**src/hdl/lps_pkg.sv**
```systemverilog
package lps_pkg;

	localparam int NUM_PROBES = 8;
	localparam int ERR_W      = 7;
	localparam int SUM_W      = 24;
	localparam int GAIN_W     = 8;
	localparam int STEER_W    = 32;
	localparam int CFG_IDX_W  = 2;

	typedef logic        [7:0]         probe_t;
	typedef logic signed [ERR_W-1:0]   err_t;
	typedef logic signed [ERR_W:0]     diff_t;
	typedef logic signed [SUM_W-1:0]   sum_t;
	typedef logic        [GAIN_W-1:0]  gain_t;
	typedef logic signed [STEER_W-1:0] steer_t;

	typedef enum logic [CFG_IDX_W-1:0] {
		REG_GAIN_P = 2'd0,
		REG_GAIN_I = 2'd1,
		REG_GAIN_D = 2'd2
	} reg_idx_t;

	typedef struct packed {
		gain_t p;
		gain_t i;
		gain_t d;
	} gains_t;

	localparam gain_t GAIN_P_RST = 8'd120;
	localparam gain_t GAIN_I_RST = 8'd0;
	localparam gain_t GAIN_D_RST = 8'd8;

	localparam sum_t SUM_MAX = 24'sh7FFFFF;
	localparam sum_t SUM_MIN = 24'sh800000;

	localparam err_t PROBE_WEIGHT [NUM_PROBES] = '{
		-7'sd20, -7'sd15, -7'sd10, -7'sd5, 7'sd5, 7'sd10, 7'sd15, 7'sd20
	};

endpackage

```
**src/hdl/lps_if.sv**
```systemverilog
interface lps_probe_if;
	import lps_pkg::*;
	logic   valid;
	logic   ready;
	probe_t probe_bits;
	modport source (output valid, output probe_bits, input ready);
	modport sink   (input valid, input probe_bits, output ready);
endinterface

interface lps_result_if;
	import lps_pkg::*;
	logic   valid;
	logic   ready;
	steer_t steer;
	err_t   line_error;
	logic   turn_latched;
	modport source (output valid, output steer, output line_error, output turn_latched,
		input ready);
	modport sink   (input valid, input steer, input line_error, input turn_latched,
		output ready);
endinterface

interface lps_cfg_if;
	import lps_pkg::*;
	logic                 valid;
	logic                 ready;
	logic [CFG_IDX_W-1:0] index;
	gain_t                data;
	modport source (output valid, output index, output data, input ready);
	modport sink   (input valid, input index, input data, output ready);
endinterface

```
**src/hdl/lps_lane.sv**
```systemverilog
module lps_lane (
	input  logic          probe,
	input  lps_pkg::err_t weight,
	output lps_pkg::err_t contrib
);
	import lps_pkg::*;

	// black probe (0) contributes its weight
	assign contrib = probe ? '0 : weight;
endmodule

```
**src/hdl/lps_error.sv**
```systemverilog
module lps_error (
	input  lps_pkg::probe_t probe_bits,
	output lps_pkg::err_t   line_error
);
	import lps_pkg::*;

	err_t contrib [NUM_PROBES];
	err_t lvl1    [NUM_PROBES/2];
	err_t lvl2    [NUM_PROBES/4];

	for (genvar g = 0; g < NUM_PROBES; g++) begin : g_lane
		lps_lane u_lane (
			.probe   (probe_bits[g]),
			.weight  (PROBE_WEIGHT[g]),
			.contrib (contrib[g])
		);
	end

	// merge tree, every partial sum stays within -50..50
	always_comb begin
		for (int k = 0; k < NUM_PROBES/2; k++) begin
			lvl1[k] = contrib[2*k] + contrib[2*k+1];
		end
		for (int k = 0; k < NUM_PROBES/4; k++) begin
			lvl2[k] = lvl1[2*k] + lvl1[2*k+1];
		end
		line_error = lvl2[0] + lvl2[1];
	end
endmodule

```
**src/hdl/lps_pid.sv**
```systemverilog
module lps_pid (
	input  logic            clk,
	input  logic            arst_n,
	input  lps_pkg::gains_t gains,
	input  logic            in_valid,
	output logic            in_ready,
	input  lps_pkg::err_t   in_error,
	input  logic            in_turn_hit,
	output logic            out_valid,
	input  logic            out_ready,
	output lps_pkg::steer_t out_steer,
	output lps_pkg::err_t   out_error,
	output logic            out_turn
);
	import lps_pkg::*;

	logic  v_s1, v_s2, v_s3, v_q;
	logic  r_s1, r_s2, r_s3, r_q;
	err_t  err_s1, err_s2, err_s3;
	logic  hit_s1;
	logic  turn_s2, turn_s3;
	sum_t  sum_s2;
	diff_t diff_s2;

	logic signed [15:0] p_prod_s3;
	logic signed [32:0] i_prod_s3;
	logic signed [16:0] d_prod_s3;

	err_t  prev_err_q;
	sum_t  err_sum_q;
	logic  turn_seen_q;

	logic signed [SUM_W:0]     sum_wide;
	sum_t                      sum_next;
	diff_t                     diff_next;
	logic                      turn_next;
	logic signed [STEER_W+1:0] total;
	steer_t                    steer_sat;

	assign r_q  = !v_q  || out_ready;
	assign r_s3 = !v_s3 || r_q;
	assign r_s2 = !v_s2 || r_s3;
	assign r_s1 = !v_s1 || r_s2;
	assign in_ready = r_s1;

	always_comb begin
		sum_wide  = {err_sum_q[SUM_W-1], err_sum_q} + {{(SUM_W-ERR_W+1){err_s1[ERR_W-1]}}, err_s1};
		if (sum_wide[SUM_W] != sum_wide[SUM_W-1]) begin
			sum_next = sum_wide[SUM_W] ? SUM_MIN : SUM_MAX;
		end else begin
			sum_next = sum_wide[SUM_W-1:0];
		end
		diff_next = {err_s1[ERR_W-1], err_s1} - {prev_err_q[ERR_W-1], prev_err_q};
		turn_next = turn_seen_q || hit_s1;
	end

	always_comb begin
		total = {{(STEER_W+2-16){p_prod_s3[15]}}, p_prod_s3}
		      + {{(STEER_W+2-33){i_prod_s3[32]}}, i_prod_s3}
		      + {{(STEER_W+2-17){d_prod_s3[16]}}, d_prod_s3};
		if (total > 34'sd2147483647) begin
			steer_sat = 32'sh7FFFFFFF;
		end else if (total < -34'sd2147483648) begin
			steer_sat = 32'sh80000000;
		end else begin
			steer_sat = total[STEER_W-1:0];
		end
	end

	// valid bits and loop state
	always_ff @(posedge clk or negedge arst_n) begin
		if (!arst_n) begin
			v_s1        <= 1'b0;
			v_s2        <= 1'b0;
			v_s3        <= 1'b0;
			v_q         <= 1'b0;
			prev_err_q  <= '0;
			err_sum_q   <= '0;
			turn_seen_q <= 1'b0;
		end else begin
			if (r_s1) v_s1 <= in_valid;
			if (r_s2) v_s2 <= v_s1;
			if (r_s3) v_s3 <= v_s2;
			if (r_q)  v_q  <= v_s3;
			if (v_s1 && r_s2) begin
				prev_err_q  <= err_s1;
				err_sum_q   <= sum_next;
				turn_seen_q <= turn_next;
			end
		end
	end

	always_ff @(posedge clk) begin
		if (in_valid && r_s1) begin
			err_s1 <= in_error;
			hit_s1 <= in_turn_hit;
		end
		if (v_s1 && r_s2) begin
			err_s2  <= err_s1;
			sum_s2  <= sum_next;
			diff_s2 <= diff_next;
			turn_s2 <= turn_next;
		end
		if (v_s2 && r_s3) begin
			err_s3    <= err_s2;
			turn_s3   <= turn_s2;
			p_prod_s3 <= $signed({1'b0, gains.p}) * err_s2;
			i_prod_s3 <= $signed({1'b0, gains.i}) * sum_s2;
			d_prod_s3 <= $signed({1'b0, gains.d}) * diff_s2;
		end
		if (v_s3 && r_q) begin
			out_steer <= steer_sat;
			out_error <= err_s3;
			out_turn  <= turn_s3;
		end
	end

	assign out_valid = v_q;
endmodule

```
**src/hdl/line_position_pid_steering.sv**
```systemverilog
// pipeline: an accepted item is registered in stages s1, s2, s3 and then the output register
// throughput: one item per cycle while result.ready does not stall the pipeline, limited by
//   the error sum and previous error update in stage 2
// reset: arst_n clears the pipeline valids, error sum, previous error and
//   turn flag, and loads the gains with 120, 0 and 8
module line_position_pid_steering (
	input  logic         clk,
	input  logic         arst_n,
	lps_probe_if.sink    probe,
	lps_result_if.source result,
	lps_cfg_if.sink      cfg
);
	import lps_pkg::*;

	gains_t gains_q;
	err_t   line_error;
	logic   turn_hit;

	assign cfg.ready = 1'b1;

	always_ff @(posedge clk or negedge arst_n) begin
		if (!arst_n) begin
			gains_q.p <= GAIN_P_RST;
			gains_q.i <= GAIN_I_RST;
			gains_q.d <= GAIN_D_RST;
		end else if (cfg.valid) begin
			case (reg_idx_t'(cfg.index))
				REG_GAIN_P: gains_q.p <= cfg.data;
				REG_GAIN_I: gains_q.i <= cfg.data;
				REG_GAIN_D: gains_q.d <= cfg.data;
				default: ;
			endcase
		end
	end

	lps_error u_error (
		.probe_bits (probe.probe_bits),
		.line_error (line_error)
	);

	// probe bits 0 and 1 both black
	assign turn_hit = (probe.probe_bits[1:0] == 2'b00);

	lps_pid u_pid (
		.clk         (clk),
		.arst_n      (arst_n),
		.gains       (gains_q),
		.in_valid    (probe.valid),
		.in_ready    (probe.ready),
		.in_error    (line_error),
		.in_turn_hit (turn_hit),
		.out_valid   (result.valid),
		.out_ready   (result.ready),
		.out_steer   (result.steer),
		.out_error   (result.line_error),
		.out_turn    (result.turn_latched)
	);
endmodule

```
**src/flat_wrapper.sv**
```systemverilog
// flat-port wrapper written by rule: the top's interface ports become plain ports
module line_position_pid_steering_flat import lps_pkg::*;
  (clk, arst_n, probe_valid, probe_probe_bits, probe_ready, result_valid, result_steer, result_line_error, result_turn_latched, result_ready, cfg_valid, cfg_index, cfg_data, cfg_ready);
  lps_probe_if probe_i ();
  lps_result_if result_i ();
  lps_cfg_if cfg_i ();
  input  logic clk;
  input  logic arst_n;
  input wire logic [$bits(probe_i.valid)-1:0] probe_valid;
  input wire logic [$bits(probe_i.probe_bits)-1:0] probe_probe_bits;
  output wire logic [$bits(probe_i.ready)-1:0] probe_ready;
  output wire logic [$bits(result_i.valid)-1:0] result_valid;
  output wire logic [$bits(result_i.steer)-1:0] result_steer;
  output wire logic [$bits(result_i.line_error)-1:0] result_line_error;
  output wire logic [$bits(result_i.turn_latched)-1:0] result_turn_latched;
  input wire logic [$bits(result_i.ready)-1:0] result_ready;
  input wire logic [$bits(cfg_i.valid)-1:0] cfg_valid;
  input wire logic [$bits(cfg_i.index)-1:0] cfg_index;
  input wire logic [$bits(cfg_i.data)-1:0] cfg_data;
  output wire logic [$bits(cfg_i.ready)-1:0] cfg_ready;
  assign probe_i.valid = probe_valid;
  assign probe_i.probe_bits = probe_probe_bits;
  assign probe_ready = probe_i.ready;
  assign result_valid = result_i.valid;
  assign result_steer = result_i.steer;
  assign result_line_error = result_i.line_error;
  assign result_turn_latched = result_i.turn_latched;
  assign result_i.ready = result_ready;
  assign cfg_i.valid = cfg_valid;
  assign cfg_i.index = cfg_index;
  assign cfg_i.data = cfg_data;
  assign cfg_ready = cfg_i.ready;
  line_position_pid_steering u_core (.clk(clk), .arst_n(arst_n), .probe(probe_i), .result(result_i), .cfg(cfg_i));
endmodule
```
**config.mk**
```make
export PLATFORM = sky130hd
export DESIGN_NAME = line_position_pid_steering_flat
export DESIGN_NICKNAME = d
export VERILOG_FILES = /design/src/hdl/lps_pkg.sv /design/src/hdl/lps_if.sv /design/src/hdl/lps_lane.sv /design/src/hdl/lps_error.sv /design/src/hdl/lps_pid.sv /design/src/hdl/line_position_pid_steering.sv /design/src/flat_wrapper.sv
export SDC_FILE = /design/constraint.sdc
export NUM_CORES = 1
export LEC_CHECK = 0
export BUFFER_PORTS_ARGS = -buffer_cell sky130_fd_sc_hd__buf_2
export CORE_ASPECT_RATIO = 1.4
export CORE_MARGIN = 3
export CORE_UTILIZATION = 44
export DETAILED_ROUTE_END_ITERATION = 10
export HOLD_SLACK_MARGIN = 0.06
export MAX_ROUTING_LAYER = met4
export PLACE_DENSITY = 0.58
export SLEW_MARGIN = 20
export SYNTH_ARGS = -nofsm -noshare
export SYNTH_HDL_FRONTEND = slang
export SYNTH_SLANG_ARGS = --single-unit
export TNS_END_PERCENT = 10
```
**constraint.sdc**
```tcl
create_clock -name clk -period 12.8 [get_ports clk]
set_input_delay 1.92 -clock clk [delete_from_list [all_inputs] [get_ports clk]]
set_output_delay 1.92 -clock clk [all_outputs]
set_load 0.03 [all_outputs]
```
==> results.json, run 1 <==
{
  "avgViaCountPerCell": 5.20,
  "final_max_slew_viol_count": 0,
  "synth_top_area_share_pct": 23.4,
  "syn_to_final_growth_pct": 7.94,
  "die_x_um": 198,
  "dp_hpwl_mm": 38.6,
  "relSlewSlack_pct": 27.3,
  "grt_pass1_vias": 16399,
  "drc": 0,
  "min_path_type": "register to register",
  "fmax_ghz": 0.177,
  "timing.final.crit_share_pct": 44.2,
  "drt_first_pass_iters": 5,
  "yosys.area_share.simple_pct": 12.2,
  "syn_area_sq_um": 22700,
  "hold_viol": 0,
  "io_pins": 66,
  "cpMostUsedCell": "fa_1",
  "r2r-start": "u_core.gains_q[10]",
  "finClkSkew_ns": 0.0251,
  "ys_seq_area_share_pct": 28.0,
  "crit_path_max_incr_delay_ns": 0.87,
  "setup_viol": 0,
  "period_minus_slack_ns": 5.66,
  "yosysTopAreaCell": "fa_1",
  "htreeDepth": 1,
  "grt_remaining_overflow": 0,
  "status": "finished, final reports clean",
  "clkLatencyLatePin_ns": 0.56,
  "synth_warnings": 0,
  "finalSetupTns_ns": 0,
  "die_h_um": 275,
  "critPathLaunch": "u_core.gains_q[10]",
  "cp-end-kind": "register",
  "io_buffers": 64,
  "fillerInstances": 4678,
  "path_cells": "nand2_1 > fa_1 > inv_1 > fa_1 > fa_1 > inv_1 > fa_1 > inv_1 > ha_1 > a21o_1 > nor3_1 > nand2b_1 > a21oi_1 > o21a_1 > o21ai_0 > a41oi_1 > o21ai_0 > xnor2_1",
  "synth-xor-area-share_pct": 4.13,
  "netlist_instances": 2168,
  "syn-num-nets": 2680,
  "startpoint_type": "register",
  "wl_per_cell_um": 16.5,
  "synthAdderAreaFrac_pct": 35.8,
  "rsz0062_at_grt": "false",
  "grt_max_degree": 73,
  "cts_setup_buffers": 0,
  "ys.flop_type": "edfxtp_1",
  "synth_cell_type_count": 71,
  "grt_pass1_wl_mm": 80.5,
  "synthMuxAreaShare_pct": 2.39,
  "cts-root-buf": "clkbuf_16",
  "worstMarginPinSlew_ns": 1.09,
  "cts_resized": 0,
  "num_rows": 97,
  "cts_tree": "yes",
  "initial_core_util_pct": 44.9,
  "cts_buffers": 25,
  "synth_top_family_by_area": "adder cells",
  "hold_start": "u_core.u_pid.err_s3[3]",
  "crit_arrival_ns": 5.95,
  "synthArstFlopShare_pct": 27.0,
  "synth_edf_count": 162,
  "crit_fanout": 25,
  "wirelength_mm": 47.5,
  "die_area_sq_um": 54400,
  "cp.required_ns": 13.09,
  "crit_type": "register to register",
  "core_area_sq_um": 50600,
  "grtUsageTotal_pct": 18.7,
  "nets": 2730,
  "avgSynthCellArea_sq_um": 10.5,
  "synth_compound_area_share_pct": 10.5,
  "drv_cap": 0,
  "register_area_sq_um": 6370,
  "yosys-top-cells-area": "fa_1 (23%), edfxtp_1 (21%), ha_1 (12%)",
  "multi_input_area_sq_um": 14800,
  "hold_buffers": 0,
  "clk_pin_slew_ns": 0.06,
  "drt_iter0_drc": 440,
  "antenna_left": 0,
  "num_vias": 14977,
  "cp_slowest_cell": "dfrtp_1",
  "final_layout_size_suffix_gt1_share_pct": 8.45,
  "clk_path_buf_depth": 3,
  "antenna_found_initial": 1,
  "yosys_register_bits": 222,
  "gp_congestion": 0.870,
  "cts.sinks": 222
}
[layout by cell type (no fill, tap or decap), types with 20 or more instances in the layout]
| cell | n |
|---|---|
| buf_2 | 64 |
| o21ai_0 | 59 |
| a21o_1 | 83 |
| and2_1 | 185 |
| o21bai_1 | 20 |
| fa_1 | 266 |
| edfxtp_1 | 162 |
| ha_1 | 223 |
| nand2_1 | 175 |
| clkbuf_16 | 25 |
| mux2_2 | 46 |
| nand2b_1 | 32 |
| a21oi_1 | 90 |
| xor2_1 | 30 |
| dfrtp_1 | 55 |
| inv_1 | 362 |
| nor2_1 | 48 |
| xnor2_1 | 77 |
[worst max-delay path, delay by kind of cell (launching register included)]
kind,cells,cell delay (ns)
AOI/OAI and AO/OA,6,1.31
and+or+nand+nor,3,0.52
adders and majority gates,5,2.41
buffers and inverters,3,0.14
xor gates and xnor gates,1,0.14
DFF,1,0.87
[metal layers]
metal	global-route usage (%)	routed length, um
met4	4.98	1160
met2	33.9	24600
met1	21.9	20100
met5	-	0
met3	2.25	1590
[Yosys cell counts (30+ instances only)]
cell type  instances
a21o_1            83
a21oi_1           91
xor2_1            30
inv_1            362
xnor2_1           77
and2_1           186
ha_1             223
mux2_2            46
clkbuf_1          34
o21ai_0           59
fa_1             266
edfxtp_1         162
nand2b_1          32
nor2_1            48
nand2_1          175
dfrtp_1           55
[state kept, by name (all words and copies together), names as in the netlist, 7 cells and up]
| signal | flops |
|---|---|
| u_core.u_pid.sum_s2 | 24 |
| u_core.u_pid.out_steer | 32 |
| u_core.u_pid.i_prod_s3 | 33 |
| u_core.u_pid.prev_err_q | 7 |
| u_core.u_pid.err_sum_q | 24 |
| u_core.gains_q | 24 |
| u_core.u_pid.d_prod_s3 | 17 |
| u_core.u_pid.err_s2 | 7 |
| u_core.u_pid.p_prod_s3 | 16 |
| u_core.u_pid.err_s1 | 7 |
| u_core.u_pid.err_s3 | 7 |
| u_core.u_pid.out_error | 7 |
| u_core.u_pid.diff_s2 | 8 |
[stage by stage]
| stage | cells | instance area [sq um] | setup WS (ns) | util [%] | hold WS, ns |
|---|---|---|---|---|---|
| global placement | 2834 | 23700 | 7.24 | 46.8 | 0.404 |
| CTS | 2880 | 24500 | 7.14 | 48.4 | 0.420 |
| detailed placement | 2834 | 23700 | 7.16 | 46.8 | 0.406 |
| finish | 2881 | 24500 | 7.14 | 48.5 | 0.418 |
| floorplan | 2168 | 22700 | 7.82 | - | 0.400 |
| global route | 2881 | 24500 | 6.71 | 48.5 | 0.424 |
[path summary, 6_finish.rpt]
path                                               to  slack (ns)  cells after the start
max                        u_core.u_pid.i_prod_s3[27]        7.14                     18
min                         u_core.u_pid.out_error[3]        0.42                      0
max reg2reg                u_core.u_pid.i_prod_s3[27]        7.14                     18
min reg2reg                 u_core.u_pid.out_error[3]        0.42                      0
max in group asynchronous          u_core.gains_q[17]       10.70                      2
min in group asynchronous  u_core.u_pid.err_sum_q[17]        1.53                      2
[cells by family after synthesis]
group                      count (synthesis)
AOI/OAI and AO/OA                        359
buffers and inverters                    410
DFF                                      222
other                                      1
muxes                                     48
and+or+nand+nor                          530
xor gates and xnor gates                 107
adders and majority gates                491
[cell type report]
class,count,area share (%)
Multi-Input combinational cell,1536,60.3
Clock buffer,38,2.95
Antenna cell,1,0.0102
Timing Repair Buffer,70,1.49
Clock inverter,8,0.378
Tap cell,643,3.28
Sequential cell,222,26.0
Inverter,363,5.56
Power of run 1 is left out: the tool's default activity adds up to more than one toggle a clock period on the data nets, which glitch-free logic cannot reach.
==> run 2, diff against run 1 <==
==> constraint.sdc (replaced) <==
create_clock -name clk -period 5.59 [get_ports clk]
set_input_delay 0.8385 -clock clk [delete_from_list [all_inputs] [get_ports clk]]
set_output_delay 0.8385 -clock clk [all_outputs]
set_load 0.03 [all_outputs]
==> results.json, run 2 (synthesized netlist as in run 1, its figures left out) <==
{
  "hold_depth": 0,
  "regMostFlops": "u_core.u_pid.i_prod_s3",
  "cts.sinks": 222,
  "clkLatencyLatePin_ns": 0.56,
  "cts-root-buf": "clkbuf_16",
  "cts_buffers": 25,
  "grt_pass1_vias": 16287,
  "die_x_um": 198,
  "drv_cap": 0,
  "num_rows": 97,
  "cp_slowest_cell": "dfrtp_1",
  "wl_per_cell_um": 16.1,
  "worstMarginPinSlew_ns": 1.03,
  "die_h_um": 275,
  "wirelength_mm": 46.7,
  "cp.required_ns": 5.89,
  "r2r-start": "u_core.gains_q[12]",
  "fmax_ghz": 0.186,
  "hold_viol": 0,
  "fin_util_pct": 48.8,
  "path_cells": "buf_4 > and2_1 > fa_1 > fa_1 > fa_1 > inv_1 > fa_1 > inv_1 > ha_1 > inv_1 > o21ai_0 > a21oi_1 > o22ai_1 > o2111ai_1 > nand2_1 > a221o_1 > a21oi_1 > xnor2_1",
  "grtUsageTotal_pct": 18.5,
  "crit_fanout": 14,
  "reg2reg_setup_slack_ns": 0.23,
  "timing.final.crit_share_pct": 95.9,
  "die_area_sq_um": 54400,
  "setup_viol": 0,
  "cts_tree": "yes",
  "whs_endpoint": "u_core.u_pid.out_error[1]",
  "final_common_cell": "inv_1",
  "antenna_left": 0,
  "io_buffers": 64,
  "grt_remaining_overflow": 0,
  "crit_path_max_incr_delay_ns": 0.60,
  "drc": 0,
  "mostFrequentLayoutCells": "inv_1 (362), fa_1 (266), ha_1 (223)",
  "dp_hpwl_mm": 38.2,
  "io_pins": 66,
  "largest_reg_flops": 33,
  "antenna_cells": 0,
  "hold_start": "u_core.u_pid.err_s3[1]",
  "cts_setup_buffers": 0,
  "crit_arrival_ns": 5.67,
  "cp-end-kind": "register",
  "final_max_slew_viol_count": 0,
  "final_layout_size_suffix_gt1_share_pct": 9.49,
  "startpoint_type": "register",
  "initial_core_util_pct": 44.9,
  "clk_pin_slew_ns": 0.06,
  "nets": 2748,
  "min_path_type": "register to register",
  "crit_type": "register to register",
  "num_vias": 14937,
  "top_regs": "u_core.u_pid.i_prod_s3: 33 flops, u_core.u_pid.out_steer: 32 flops",
  "drt_iter0_drc": 459,
  "htreeDepth": 1,
  "syn_to_final_growth_pct": 8.80,
  "grt_max_degree": 73,
  "relSlewSlack_pct": 31.2,
  "fin_hold_ws_ns": 0.420,
  "avgViaCountPerCell": 5.15,
  "status": "finished, final reports clean",
  "period_minus_slack_ns": 5.36,
  "drt_first_pass_iters": 5,
  "finalSetupTns_ns": 0,
  "rsz0062_at_grt": "false",
  "antenna_found_initial": 0,
  "grt_pass1_wl_mm": 80.1,
  "finClkSkew_ns": 0.0162,
  "core_area_sq_um": 50600,
  "clk_path_buf_depth": 3,
  "cpMostUsedCell": "fa_1",
  "worstRegToRegCells": 18,
  "gp_congestion": 0.859,
  "r2r-end": "u_core.u_pid.i_prod_s3[32]"
}
## run 2: cell count changes in the layout (fill, tap and decap cells not counted), sizes merged
cell      before  now
buf           70   88
inv          367  366
clkbuf        38   26
diode          1    0
clkinv         2    9
clkinvlp       1    4
bufinv         1    4
## run 2: per-layer routing
layer  routed length (um)  global-route usage (%)  vias to the layer above
met3                 1290                    1.81                       72
met5                    0                       -                        -
met1                20200                    22.0                     7434
met4                 1320                    5.14                        0
li1                     -                       -                     7255
met2                23800                    33.4                      176
## run 2: per-stage QoR
stage | cells | setup WS [ns] | cell area (sq um)
floorplan | 2168 | 0.608 | 22700
global placement | 2852 | 0.331 | 23800
detailed placement | 2852 | 0.305 | 23800
CTS | 2898 | 0.269 | 24700
global route | 2898 | 0.0141 | 24700
finish | 2898 | 0.227 | 24700
## run 2: worst max-delay path by stage
stage                        from                    endpoint  slack, ns  depth (start not counted)
6_report       u_core.gains_q[12]  u_core.u_pid.i_prod_s3[32]       0.23                         18
5_1_grt         u_core.gains_q[9]  u_core.u_pid.i_prod_s3[27]       0.01                         19
4_1_cts         u_core.gains_q[9]  u_core.u_pid.i_prod_s3[27]       0.27                         19
3_5_place_dp   u_core.gains_q[11]  u_core.u_pid.i_prod_s3[32]       0.30                         18
3_3_place_gp   u_core.gains_q[11]  u_core.u_pid.i_prod_s3[32]       0.33                         18
2_1_floorplan  u_core.gains_q[10]  u_core.u_pid.i_prod_s3[32]       0.61                         18
## run 2: final cells by class
| type | count | area (sq um) |
|---|---|---|
| sequential | 222 | 6380 |
| clock buffer | 26 | 629 |
| tap | 643 | 805 |
| timing repair buffer | 88 | 513 |
| fill | 4677 | 25900 |
| multi-input combinational | 1536 | 14800 |
| inverter | 363 | 1360 |
| clock inverter | 20 | 226 |
## run 2: timing repair
action / 4_1_cts / 5_1_grt
resized for setup: 0 / 6
hold buffers: 0 / 0
setup endpoints to repair: 0 / 5
endpoints found under the hold margin: 0 / 0
## run 2: worst max-delay path: cells and delay by family, from the launching register on
kind	cells	cell delay (ns)
AO/OA/AOI/OAI	6	1.30
XOR/XNOR	1	0.09
adder cells (fa/ha/maj)	5	2.30
buffers and inverters	4	0.43
flip-flops	1	0.60
AND/OR/NAND/NOR	2	0.37
Power of run 2 is left out for the same reason.
